===== src/sv/integer_matrix_arithmetic_top_macros.svh =====
// assertion macros for the integer matrix arithmetic block
// used only by integer_matrix_arithmetic_top; expects clk and rst_n in scope
`ifndef INTEGER_MATRIX_ARITHMETIC_TOP_MACROS_SVH
`define INTEGER_MATRIX_ARITHMETIC_TOP_MACROS_SVH

// same-cycle implication
`define IMAT_ASSERT_IMP(lbl, ante, cons, msg) \
  lbl: assert property (@(posedge clk) disable iff (!rst_n) (ante) |-> (cons)) \
    else $error(msg);

// next-cycle implication
`define IMAT_ASSERT_NXT(lbl, ante, cons, msg) \
  lbl: assert property (@(posedge clk) disable iff (!rst_n) (ante) |=> (cons)) \
    else $error(msg);

`endif


===== src/sv/imat_pkg.sv =====
// shared constants, control word types and microcode rom for the matrix block
// no dependencies
package imat_pkg;

  localparam int DEF_MAX_DIM    = 8;
  localparam int DEF_ELEM_WIDTH = 16;
  localparam int RESULT_W       = 35;

  localparam int CFG_ADDR_W = 2;
  localparam int CFG_DATA_W = 4;
  localparam int CFG_OP_W   = 2;
  localparam int CFG_DIM_W  = 4;

  localparam logic [CFG_ADDR_W-1:0] REG_OPERATION    = 2'd0;
  localparam logic [CFG_ADDR_W-1:0] REG_ROW_COUNT    = 2'd1;
  localparam logic [CFG_ADDR_W-1:0] REG_INNER_SIZE   = 2'd2;
  localparam logic [CFG_ADDR_W-1:0] REG_COLUMN_COUNT = 2'd3;

  localparam logic [CFG_OP_W-1:0] OP_ADD = 2'd0;
  localparam logic [CFG_OP_W-1:0] OP_SUB = 2'd1;
  localparam logic [CFG_OP_W-1:0] OP_MUL = 2'd2;

  localparam logic [CFG_DIM_W-1:0] RST_DIM = 4'd8;

  localparam int UPC_W = 3;
  localparam logic [UPC_W-1:0] UPC_IDLE  = 3'd0;
  localparam logic [UPC_W-1:0] UPC_ISSUE = 3'd1;
  localparam logic [UPC_W-1:0] UPC_WAIT1 = 3'd2;
  localparam logic [UPC_W-1:0] UPC_WAIT2 = 3'd3;
  localparam logic [UPC_W-1:0] UPC_EMIT  = 3'd4;

  localparam logic [1:0] BR_ALWAYS    = 2'd0;
  localparam logic [1:0] BR_START     = 2'd1;
  localparam logic [1:0] BR_K_LAST    = 2'd2;
  localparam logic [1:0] BR_LAST_ELEM = 2'd3;

  typedef struct packed {
    logic             issue;
    logic             emit;
    logic             wait_out;
    logic [1:0]       br_sel;
    logic [UPC_W-1:0] tgt_t;
    logic [UPC_W-1:0] tgt_f;
  } ucode_t;

  typedef struct packed {
    logic idle;
    logic issue;
    logic emit;
  } seq_ctl_t;

  typedef struct packed {
    logic k_last;
    logic last_elem;
    logic out_blocked;
    logic pipe_busy;
    logic at_origin;
  } dp_stat_t;

  function automatic ucode_t ucode_rom(input logic [UPC_W-1:0] upc);
    ucode_t uw;
    uw = '0;
    case (upc)
      UPC_IDLE: begin
        uw.br_sel = BR_START;
        uw.tgt_t  = UPC_ISSUE;
        uw.tgt_f  = UPC_IDLE;
      end
      UPC_ISSUE: begin
        uw.issue  = 1'b1;
        uw.br_sel = BR_K_LAST;
        uw.tgt_t  = UPC_WAIT1;
        uw.tgt_f  = UPC_ISSUE;
      end
      UPC_WAIT1: begin
        uw.br_sel = BR_ALWAYS;
        uw.tgt_t  = UPC_WAIT2;
        uw.tgt_f  = UPC_WAIT2;
      end
      UPC_WAIT2: begin
        uw.br_sel = BR_ALWAYS;
        uw.tgt_t  = UPC_EMIT;
        uw.tgt_f  = UPC_EMIT;
      end
      UPC_EMIT: begin
        uw.emit     = 1'b1;
        uw.wait_out = 1'b1;
        uw.br_sel   = BR_LAST_ELEM;
        uw.tgt_t    = UPC_IDLE;
        uw.tgt_f    = UPC_ISSUE;
      end
      default: begin
        uw.br_sel = BR_ALWAYS;
        uw.tgt_t  = UPC_IDLE;
        uw.tgt_f  = UPC_IDLE;
      end
    endcase
    return uw;
  endfunction

endpackage


===== src/sv/imat_seq.sv =====
// microcode sequencer: step counter, control rom lookup and branch select
// depends on imat_pkg
module imat_seq (
  input  logic               clk,
  input  logic               rst_n,
  input  logic               start,
  input  imat_pkg::dp_stat_t dp_stat,
  output imat_pkg::seq_ctl_t ctl
);
  import imat_pkg::*;

  logic [UPC_W-1:0] upc_r;
  logic [UPC_W-1:0] upc_nxt;
  ucode_t           uw;
  logic             br_take;

  always_comb begin
    uw = ucode_rom(upc_r);
    case (uw.br_sel)
      BR_ALWAYS:    br_take = 1'b1;
      BR_START:     br_take = start;
      BR_K_LAST:    br_take = dp_stat.k_last;
      BR_LAST_ELEM: br_take = dp_stat.last_elem;
      default:      br_take = 1'b1;
    endcase
    if (uw.wait_out && dp_stat.out_blocked) begin
      upc_nxt = upc_r;
    end else begin
      upc_nxt = br_take ? uw.tgt_t : uw.tgt_f;
    end
    ctl.idle  = (upc_r == UPC_IDLE);
    ctl.issue = uw.issue;
    ctl.emit  = uw.emit && !dp_stat.out_blocked;
  end

  always_ff @(posedge clk) begin
    if (!rst_n) begin
      upc_r <= UPC_IDLE;
    end else begin
      upc_r <= upc_nxt;
    end
  end

endmodule


===== src/sv/imat_dp.sv =====
// datapath: a and b element stores, index counters, multiply-accumulate pipe, result register
// depends on imat_pkg; driven by imat_seq control
module imat_dp #(
  parameter  int MAX_DIM    = imat_pkg::DEF_MAX_DIM,
  parameter  int ELEM_WIDTH = imat_pkg::DEF_ELEM_WIDTH,
  localparam int DEPTH      = MAX_DIM * MAX_DIM,
  localparam int ADDR_W     = (DEPTH > 1) ? $clog2(DEPTH) : 1,
  localparam int DIM_W      = $clog2(MAX_DIM + 1)
) (
  input  logic                          clk,
  input  logic                          rst_n,
  input  logic                          wr_a_en,
  input  logic                          wr_b_en,
  input  logic [ADDR_W-1:0]             wr_addr,
  input  logic [ELEM_WIDTH-1:0]         wr_data,
  input  logic                          mul,
  input  logic                          sub,
  input  logic [DIM_W-1:0]              rows,
  input  logic [DIM_W-1:0]              inner,
  input  logic [DIM_W-1:0]              cols,
  input  imat_pkg::seq_ctl_t            ctl,
  input  logic                          out_stall,
  output logic                          out_valid,
  output logic [imat_pkg::RESULT_W-1:0] out_value,
  output logic                          out_final,
  output imat_pkg::dp_stat_t            stat
);
  import imat_pkg::*;

  localparam int IDX_W  = (MAX_DIM > 1) ? $clog2(MAX_DIM) : 1;
  localparam int SIZE_W = $clog2(DEPTH + 1);
  localparam int WIDE_W = (2 * ELEM_WIDTH > RESULT_W) ? 2 * ELEM_WIDTH : RESULT_W;

  logic [IDX_W-1:0]  row_r, row_nxt;
  logic [IDX_W-1:0]  col_r, col_nxt;
  logic [IDX_W-1:0]  k_r, k_nxt;
  logic [DIM_W-1:0]  out_cols;
  logic              k_last, c_last, r_last;
  logic [SIZE_W-1:0] row_base, a_idx, b_idx;
  logic [ADDR_W-1:0] a_addr, b_addr;

  logic [ELEM_WIDTH-1:0] mem_a [DEPTH];
  logic [ELEM_WIDTH-1:0] mem_b [DEPTH];

  logic signed [ELEM_WIDTH-1:0]   a_rd_r, b_rd_r;
  logic                           rd_v_r, rd_first_r;
  logic                           prod_v_r, prod_first_r;
  logic signed [2*ELEM_WIDTH-1:0] mul_full;
  logic signed [WIDE_W-1:0]       mul_w, add_w, sel_w;
  logic [RESULT_W-1:0]            prod_r, acc_r, out_value_r;
  logic                           out_valid_r, out_valid_nxt, out_final_r;
  logic                           out_blocked;

  // loop bounds and element addresses
  always_comb begin
    out_cols = mul ? cols : inner;
    k_last   = mul ? ((DIM_W'(k_r) + DIM_W'(1)) == inner) : 1'b1;
    c_last   = (DIM_W'(col_r) + DIM_W'(1)) == out_cols;
    r_last   = (DIM_W'(row_r) + DIM_W'(1)) == rows;
    row_base = SIZE_W'(row_r) * SIZE_W'(inner);
    a_idx    = row_base + SIZE_W'(mul ? k_r : col_r);
    b_idx    = mul ? (SIZE_W'(k_r) * SIZE_W'(cols) + SIZE_W'(col_r)) : a_idx;
    a_addr   = a_idx[ADDR_W-1:0];
    b_addr   = b_idx[ADDR_W-1:0];
  end

  always_comb begin
    row_nxt = row_r;
    col_nxt = col_r;
    k_nxt   = k_r;
    if (ctl.emit) begin
      k_nxt = '0;
      if (c_last) begin
        col_nxt = '0;
        row_nxt = r_last ? '0 : row_r + IDX_W'(1);
      end else begin
        col_nxt = col_r + IDX_W'(1);
      end
    end else if (ctl.issue && !k_last) begin
      k_nxt = k_r + IDX_W'(1);
    end
  end

  always_ff @(posedge clk) begin
    if (!rst_n) begin
      row_r <= '0;
      col_r <= '0;
      k_r   <= '0;
    end else begin
      row_r <= row_nxt;
      col_r <= col_nxt;
      k_r   <= k_nxt;
    end
  end

  always_ff @(posedge clk) begin
    if (wr_a_en) begin
      mem_a[wr_addr] <= wr_data;
    end
    if (ctl.issue) begin
      a_rd_r <= mem_a[a_addr];
    end
  end

  always_ff @(posedge clk) begin
    if (wr_b_en) begin
      mem_b[wr_addr] <= wr_data;
    end
    if (ctl.issue) begin
      b_rd_r <= mem_b[b_addr];
    end
  end

  // product or element sum, then accumulate
  always_comb begin
    mul_full = a_rd_r * b_rd_r;
    mul_w    = WIDE_W'(mul_full);
    add_w    = sub ? (WIDE_W'(a_rd_r) - WIDE_W'(b_rd_r)) : (WIDE_W'(a_rd_r) + WIDE_W'(b_rd_r));
    sel_w    = mul ? mul_w : add_w;
  end

  always_ff @(posedge clk) begin
    if (!rst_n) begin
      rd_v_r   <= 1'b0;
      prod_v_r <= 1'b0;
    end else begin
      rd_v_r   <= ctl.issue;
      prod_v_r <= rd_v_r;
    end
  end

  always_ff @(posedge clk) begin
    if (ctl.issue) begin
      rd_first_r <= (k_r == '0);
    end
    if (rd_v_r) begin
      prod_r       <= sel_w[RESULT_W-1:0];
      prod_first_r <= rd_first_r;
    end
    if (prod_v_r) begin
      acc_r <= prod_first_r ? prod_r : acc_r + prod_r;
    end
  end

  // result register
  always_comb begin
    out_blocked   = out_valid_r && out_stall;
    out_valid_nxt = ctl.emit || out_blocked;
  end

  always_ff @(posedge clk) begin
    if (!rst_n) begin
      out_valid_r <= 1'b0;
    end else begin
      out_valid_r <= out_valid_nxt;
    end
  end

  always_ff @(posedge clk) begin
    if (ctl.emit) begin
      out_value_r <= acc_r;
      out_final_r <= r_last && c_last;
    end
  end

  always_comb begin
    out_valid        = out_valid_r;
    out_value        = out_value_r;
    out_final        = out_final_r;
    stat.k_last      = k_last;
    stat.last_elem   = r_last && c_last;
    stat.out_blocked = out_blocked;
    stat.pipe_busy   = rd_v_r || prod_v_r;
    stat.at_origin   = (row_r == '0) && (col_r == '0) && (k_r == '0);
  end

endmodule


===== src/sv/integer_matrix_arithmetic_top.sv =====
// integer matrix add / subtract / multiply, top level with config registers and load control
// depends on imat_pkg, imat_seq, imat_dp and integer_matrix_arithmetic_top_macros.svh
//
//   channel | ports                                       | direction
//   --------+---------------------------------------------+----------
//   in      | in_valid, in_stall, in_element_value        | a then b elements
//   out     | out_valid, out_stall, out_result_value,     | result elements,
//           | out_is_final                                | row-major
//   cfg     | cfg_wr_en, cfg_index, cfg_wdata             | register writes
//
// one element beat is taken per cycle while loading; after the last b beat the
// single multiply-accumulate pipe works out one result at a time from the one read port
// on each store: issue over the inner index (once for add or subtract), then wait, emit.
// in_stall stays high from the last b beat until the last result sits in the output
// register; an output stall holds the sequencer at its emit step.
// synchronous active-low reset; stores need no clearing pass.
`include "integer_matrix_arithmetic_top_macros.svh"

module integer_matrix_arithmetic_top #(
  parameter int MAX_DIM    = imat_pkg::DEF_MAX_DIM,
  parameter int ELEM_WIDTH = imat_pkg::DEF_ELEM_WIDTH
) (
  input  logic                            clk,
  input  logic                            rst_n,
  input  logic                            cfg_wr_en,
  input  logic [imat_pkg::CFG_ADDR_W-1:0] cfg_index,
  input  logic [imat_pkg::CFG_DATA_W-1:0] cfg_wdata,
  input  logic                            in_valid,
  output logic                            in_stall,
  input  logic [ELEM_WIDTH-1:0]           in_element_value,
  output logic                            out_valid,
  input  logic                            out_stall,
  output logic [imat_pkg::RESULT_W-1:0]   out_result_value,
  output logic                            out_is_final
);
  import imat_pkg::*;

  localparam int DEPTH  = MAX_DIM * MAX_DIM;
  localparam int ADDR_W = (DEPTH > 1) ? $clog2(DEPTH) : 1;
  localparam int DIM_W  = $clog2(MAX_DIM + 1);
  localparam int SIZE_W = $clog2(DEPTH + 1);
  localparam int TOT_W  = SIZE_W + 1;
  localparam int POS_W  = $clog2(2 * DEPTH);

  logic [CFG_OP_W-1:0]  op_r;
  logic [CFG_DIM_W-1:0] rows_r, inner_r, cols_r;
  logic [DIM_W-1:0]     rows_c, inner_c, cols_c;
  logic                 mul, sub;
  logic [SIZE_W-1:0]    a_size, b_size;
  logic [TOT_W-1:0]     total, pos_e, pos_p1, b_off;
  logic [POS_W-1:0]     pos_r;
  logic                 in_a, in_b, load_last, in_acc;
  logic [ADDR_W-1:0]    wr_addr;
  logic                 start_r, start_nxt;
  seq_ctl_t             seq_ctl;
  dp_stat_t             dp_stat;

  function automatic logic [DIM_W-1:0] clamp_dim(input logic [CFG_DIM_W-1:0] v);
    logic [DIM_W-1:0] res;
    if (v == '0) begin
      res = DIM_W'(1);
    end else if (v > CFG_DIM_W'(MAX_DIM)) begin
      res = DIM_W'(MAX_DIM);
    end else begin
      res = v[DIM_W-1:0];
    end
    return res;
  endfunction

  always_ff @(posedge clk) begin
    if (!rst_n) begin
      op_r    <= OP_MUL;
      rows_r  <= RST_DIM;
      inner_r <= RST_DIM;
      cols_r  <= RST_DIM;
    end else if (cfg_wr_en) begin
      case (cfg_index)
        REG_OPERATION:    op_r    <= cfg_wdata[CFG_OP_W-1:0];
        REG_ROW_COUNT:    rows_r  <= cfg_wdata[CFG_DIM_W-1:0];
        REG_INNER_SIZE:   inner_r <= cfg_wdata[CFG_DIM_W-1:0];
        REG_COLUMN_COUNT: cols_r  <= cfg_wdata[CFG_DIM_W-1:0];
        default: ;
      endcase
    end
  end

  // matrix sizes and load placement
  always_comb begin
    rows_c    = clamp_dim(rows_r);
    inner_c   = clamp_dim(inner_r);
    cols_c    = clamp_dim(cols_r);
    mul       = (op_r != OP_ADD) && (op_r != OP_SUB);
    sub       = (op_r == OP_SUB);
    a_size    = SIZE_W'(rows_c) * SIZE_W'(inner_c);
    b_size    = mul ? (SIZE_W'(inner_c) * SIZE_W'(cols_c)) : a_size;
    total     = TOT_W'(a_size) + TOT_W'(b_size);
    pos_e     = TOT_W'(pos_r);
    pos_p1    = pos_e + TOT_W'(1);
    load_last = (pos_p1 >= total);
    in_a      = (pos_e < TOT_W'(a_size));
    b_off     = pos_e - TOT_W'(a_size);
    in_b      = !in_a && (b_off < TOT_W'(b_size));
    wr_addr   = in_a ? pos_e[ADDR_W-1:0] : b_off[ADDR_W-1:0];
    in_stall  = !seq_ctl.idle || start_r;
    in_acc    = in_valid && !in_stall;
    start_nxt = (in_acc && load_last) || (start_r && !seq_ctl.idle);
  end

  always_ff @(posedge clk) begin
    if (!rst_n) begin
      pos_r   <= '0;
      start_r <= 1'b0;
    end else begin
      start_r <= start_nxt;
      if (in_acc) begin
        pos_r <= load_last ? '0 : pos_p1[POS_W-1:0];
      end
    end
  end

  imat_seq u_seq (
    .clk     (clk),
    .rst_n   (rst_n),
    .start   (start_r),
    .dp_stat (dp_stat),
    .ctl     (seq_ctl)
  );

  imat_dp #(
    .MAX_DIM    (MAX_DIM),
    .ELEM_WIDTH (ELEM_WIDTH)
  ) u_dp (
    .clk       (clk),
    .rst_n     (rst_n),
    .wr_a_en   (in_acc && in_a),
    .wr_b_en   (in_acc && in_b),
    .wr_addr   (wr_addr),
    .wr_data   (in_element_value),
    .mul       (mul),
    .sub       (sub),
    .rows      (rows_c),
    .inner     (inner_c),
    .cols      (cols_c),
    .ctl       (seq_ctl),
    .out_stall (out_stall),
    .out_valid (out_valid),
    .out_value (out_result_value),
    .out_final (out_is_final),
    .stat      (dp_stat)
  );

  `IMAT_ASSERT_IMP(a_emit_drained, seq_ctl.emit, !dp_stat.pipe_busy, "result taken before accumulation drained")
  `IMAT_ASSERT_IMP(a_idle_origin, seq_ctl.idle, dp_stat.at_origin, "sequencer idle with loop indices not cleared")
  `IMAT_ASSERT_NXT(a_last_busy, in_acc && load_last, in_stall, "input not held off after the last element beat")

endmodule


===== config.mk =====
export PLATFORM = sky130hd
export DESIGN_NAME = integer_matrix_arithmetic_top
export DESIGN_NICKNAME = d
export VERILOG_FILES = /design/src/sv/imat_pkg.sv /design/src/sv/imat_seq.sv /design/src/sv/imat_dp.sv /design/src/sv/integer_matrix_arithmetic_top.sv
export VERILOG_INCLUDE_DIRS = /design/src /design/src/sv
export SDC_FILE = /design/constraint.sdc
export NUM_CORES = 2
export LEC_CHECK = 0
export BUFFER_PORTS_ARGS = -buffer_cell sky130_fd_sc_hd__clkbuf_2
export CAP_MARGIN = 20
export CORE_MARGIN = 5
export CORE_UTILIZATION = 38
export DETAILED_ROUTE_END_ITERATION = 16
export PLACE_DENSITY_LB_ADDON = 0.3
export SYNTH_ARGS = -nofsm -noshare
export SYNTH_HDL_FRONTEND = slang
export SYNTH_HIERARCHICAL = 1
export SYNTH_SLANG_ARGS = --single-unit
export TNS_END_PERCENT = 10

===== constraint.sdc =====
create_clock -name clk -period 8 [get_ports clk]
set_input_delay 1.2 -clock clk [delete_from_list [all_inputs] [get_ports clk]]
set_output_delay 1.2 -clock clk [all_outputs]
set_load 0.02 [all_outputs]

==> results.txt <==
CP Data Required Time - 8.55 ns
Clock buffer depth - 3
Fin area - 114000 um^2
Rows - 189
GPL Wtd Cong - 0.859
Total power - 36.1 mW
H-tree levels - 4
Seq pwr share - 0.377
Hold_buf cts - 0
Reg area - 66400 um^2
Setup CP Type - reg2reg
Initial Util - 0.381
Avg WL per Cell - 25.1 um
CTS Buf Count - 217
Multi-input gate area - 31800 um^2
Largest net degree at the start of global routing - 113
Clk slew on worst S/H paths - 0.06 ns
Setup crit start kind - flip-flop
Nets - 6382
Core ar. - 264000 um^2
Clock power share - 0.285
Avg Cell Area, Syn - 17.9 um^2
Setup Viol. Count Final - 0
Die ar. - 275000 um^2
Final wirelength - 241 mm
Post-CTS Resized - 0
TritonCTS clock tree - built
Routed vias - 51437
First-pass DRT Iterations - 5
Hold slack - 0.421 ns
Final Cycle Share - 0.883
Share of post-route cells with drive strength above 1 - 0.211
Max-cap viol count - 0
Max FO, Critical Path - 20
VDD IR max - 0.969 mV
Total gr overflow - 0
Fmax - 142 MHz
Pleak - 38.5 nW
Cells after Synth - 5623
Antenna-violating nets left - 0
Placed Area - 106000 um^2
Final Max Tran Viols - 0
Final count of hold timing violations - 0
Clock root buffer - clkbuf_16
Die height - 525 um
Slew margin rel. - 0.242
Sw Ratio - 0.319
IO Pins - 65
Total track usage - 0.174
Minimum clock period after layout - 7.06 ns
Worst Tran Pin Value - 1.11 ns
Via density - 5.37
Setup TNS - 0 ns
P&R area growth vs syn - 12.9%
# port buffers - 64
Post-synthesis cell area - 101000 um^2
CP arrival - 7.61 ns
Layout Utilization - 0.430
Crit. End Element - flip-flop
Vias in the first global route - 53165
Final HPWL DP - 151 mm
Remaining routing DRC violations - 0
Worst-skew pair later-pin latency - 0.87 ns
Global-route wire length before repair - 359 mm
YS warnings - 6
Syn nets - 6141
Net Sw Power - 11.5 mW
Pwr Density - 317 nW/um^2
Run status - completed
HP Class - reg2reg
Filler Cell Count - 23062
Power share of the combinational group - 0.338
Internal power - 24.6 mW
Clk sinks - 2222
1st-iter DRT viols - 4754
Setup repair bufs after CTS - 0
Initial antenna violation count - 10
Die width - 525 um
Final Skew - 0.0668 ns
RSZ-0062 raised after global routing - no
-- power by group through the flow --
stage | Clock, mW | Combinational, mW | Sequential (mW)
final | 10.3 | 12.2 | 13.6
after global routing | 11.0 | 13.9 | 13.6
after detailed placement | 0 | 12.1 | 13.8
after CTS | 10.5 | 12.2 | 13.6
after floorplan | 0 | 9.11 | 13.7
after global placement | 0 | 12.1 | 13.8
-- per-layer routing --
metal  vias up  global-route usage  wire length (um)
li1      22277                   -                 -
met1     27327               0.247            105000
met2      1528               0.284            116000
met3       301              0.0260             14800
met4         4              0.0407              5120
met5         -                   0                25
-- worst max-delay path: stages, from the launching register on --
cell and delay (ns):
edfxtp_1 0.82, nand2_1 0.19, fa_1 0.57, inv_1 0.05, fa_1 0.49, inv_1 0.05, fa_1 0.54, inv_1 0.06
fa_1 0.47, fa_1 0.49, inv_1 0.05, fa_1 0.47, inv_1 0.04, ha_1 0.32, and3_1 0.24, a221o_1 0.35
a41oi_1 0.23, o21ai_1 0.19, a2111oi_0 0.46, o21ai_0 0.23, o21ai_1 0.21, xor2_1 0.16, o21ai_0 0.09
-- sequential cells by signal, summed over array words and instances (netlist names), 4 cells and up --
register	flops
u_dp/a_rd_r	16
inner_r	4
rows_r	4
u_dp/mem_b	1024
u_dp/mem_a	1024
u_dp/out_value	35
u_dp/prod_r	32
u_dp/acc_r	35
pos_r	7
cols_r	4
u_dp/b_rd_r	16
-- final timing paths --
path | to | slack [ns] | cells past startpoint | from
setup / recovery | u_dp/prod_r[30]$_DFFE_PP_ | 0.94 | 22 | u_dp/b_rd_r[7]$_DFFE_PP_
hold / removal | u_dp/prod_first_r$_DFFE_PP_ | 0.42 | 0 | u_dp/rd_first_r$_DFFE_PP_
setup reg to reg | u_dp/prod_r[30]$_DFFE_PP_ | 0.94 | 22 | u_dp/b_rd_r[7]$_DFFE_PP_
hold reg to reg | u_dp/prod_first_r$_DFFE_PP_ | 0.42 | 0 | u_dp/rd_first_r$_DFFE_PP_
-- final cells by class --
| type | instances | area share |
|---|---|---|
| sequential | 2222 | 0.584 |
| multi-input combinational | 2754 | 0.280 |
| clock buffer | 253 | 0.0494 |
| tap | 3533 | 0.0389 |
| timing repair buffer | 302 | 0.0212 |
| clock inverter | 153 | 0.0142 |
| inverter | 367 | 0.0121 |
| antenna | 3 | 0.0000661 |
-- metrics by stage --
step	cells	setup WS [ns]
after global routing	9585	0.583
after detailed placement	9175	1.01
after floorplan	5623	1.43
final	9587	0.939
after CTS	9581	1.00
after global placement	9175	1.06
-- placed cells by master, fill, tap and decap left out, drive strengths merged, types with 75 or more instances in the layout --
cell type  instances
xnor2             75
clkinv           107
clkbuf           301
ha               209
edfxtp          2185
o21ai            115
and2             165
a211oi           129
inv              379
mux4             592
buf              254
nor2b             84
fa               282
mux2i             96
a21oi            160
nor2             247
nand2            242
(Power assumes the default switching activity.)
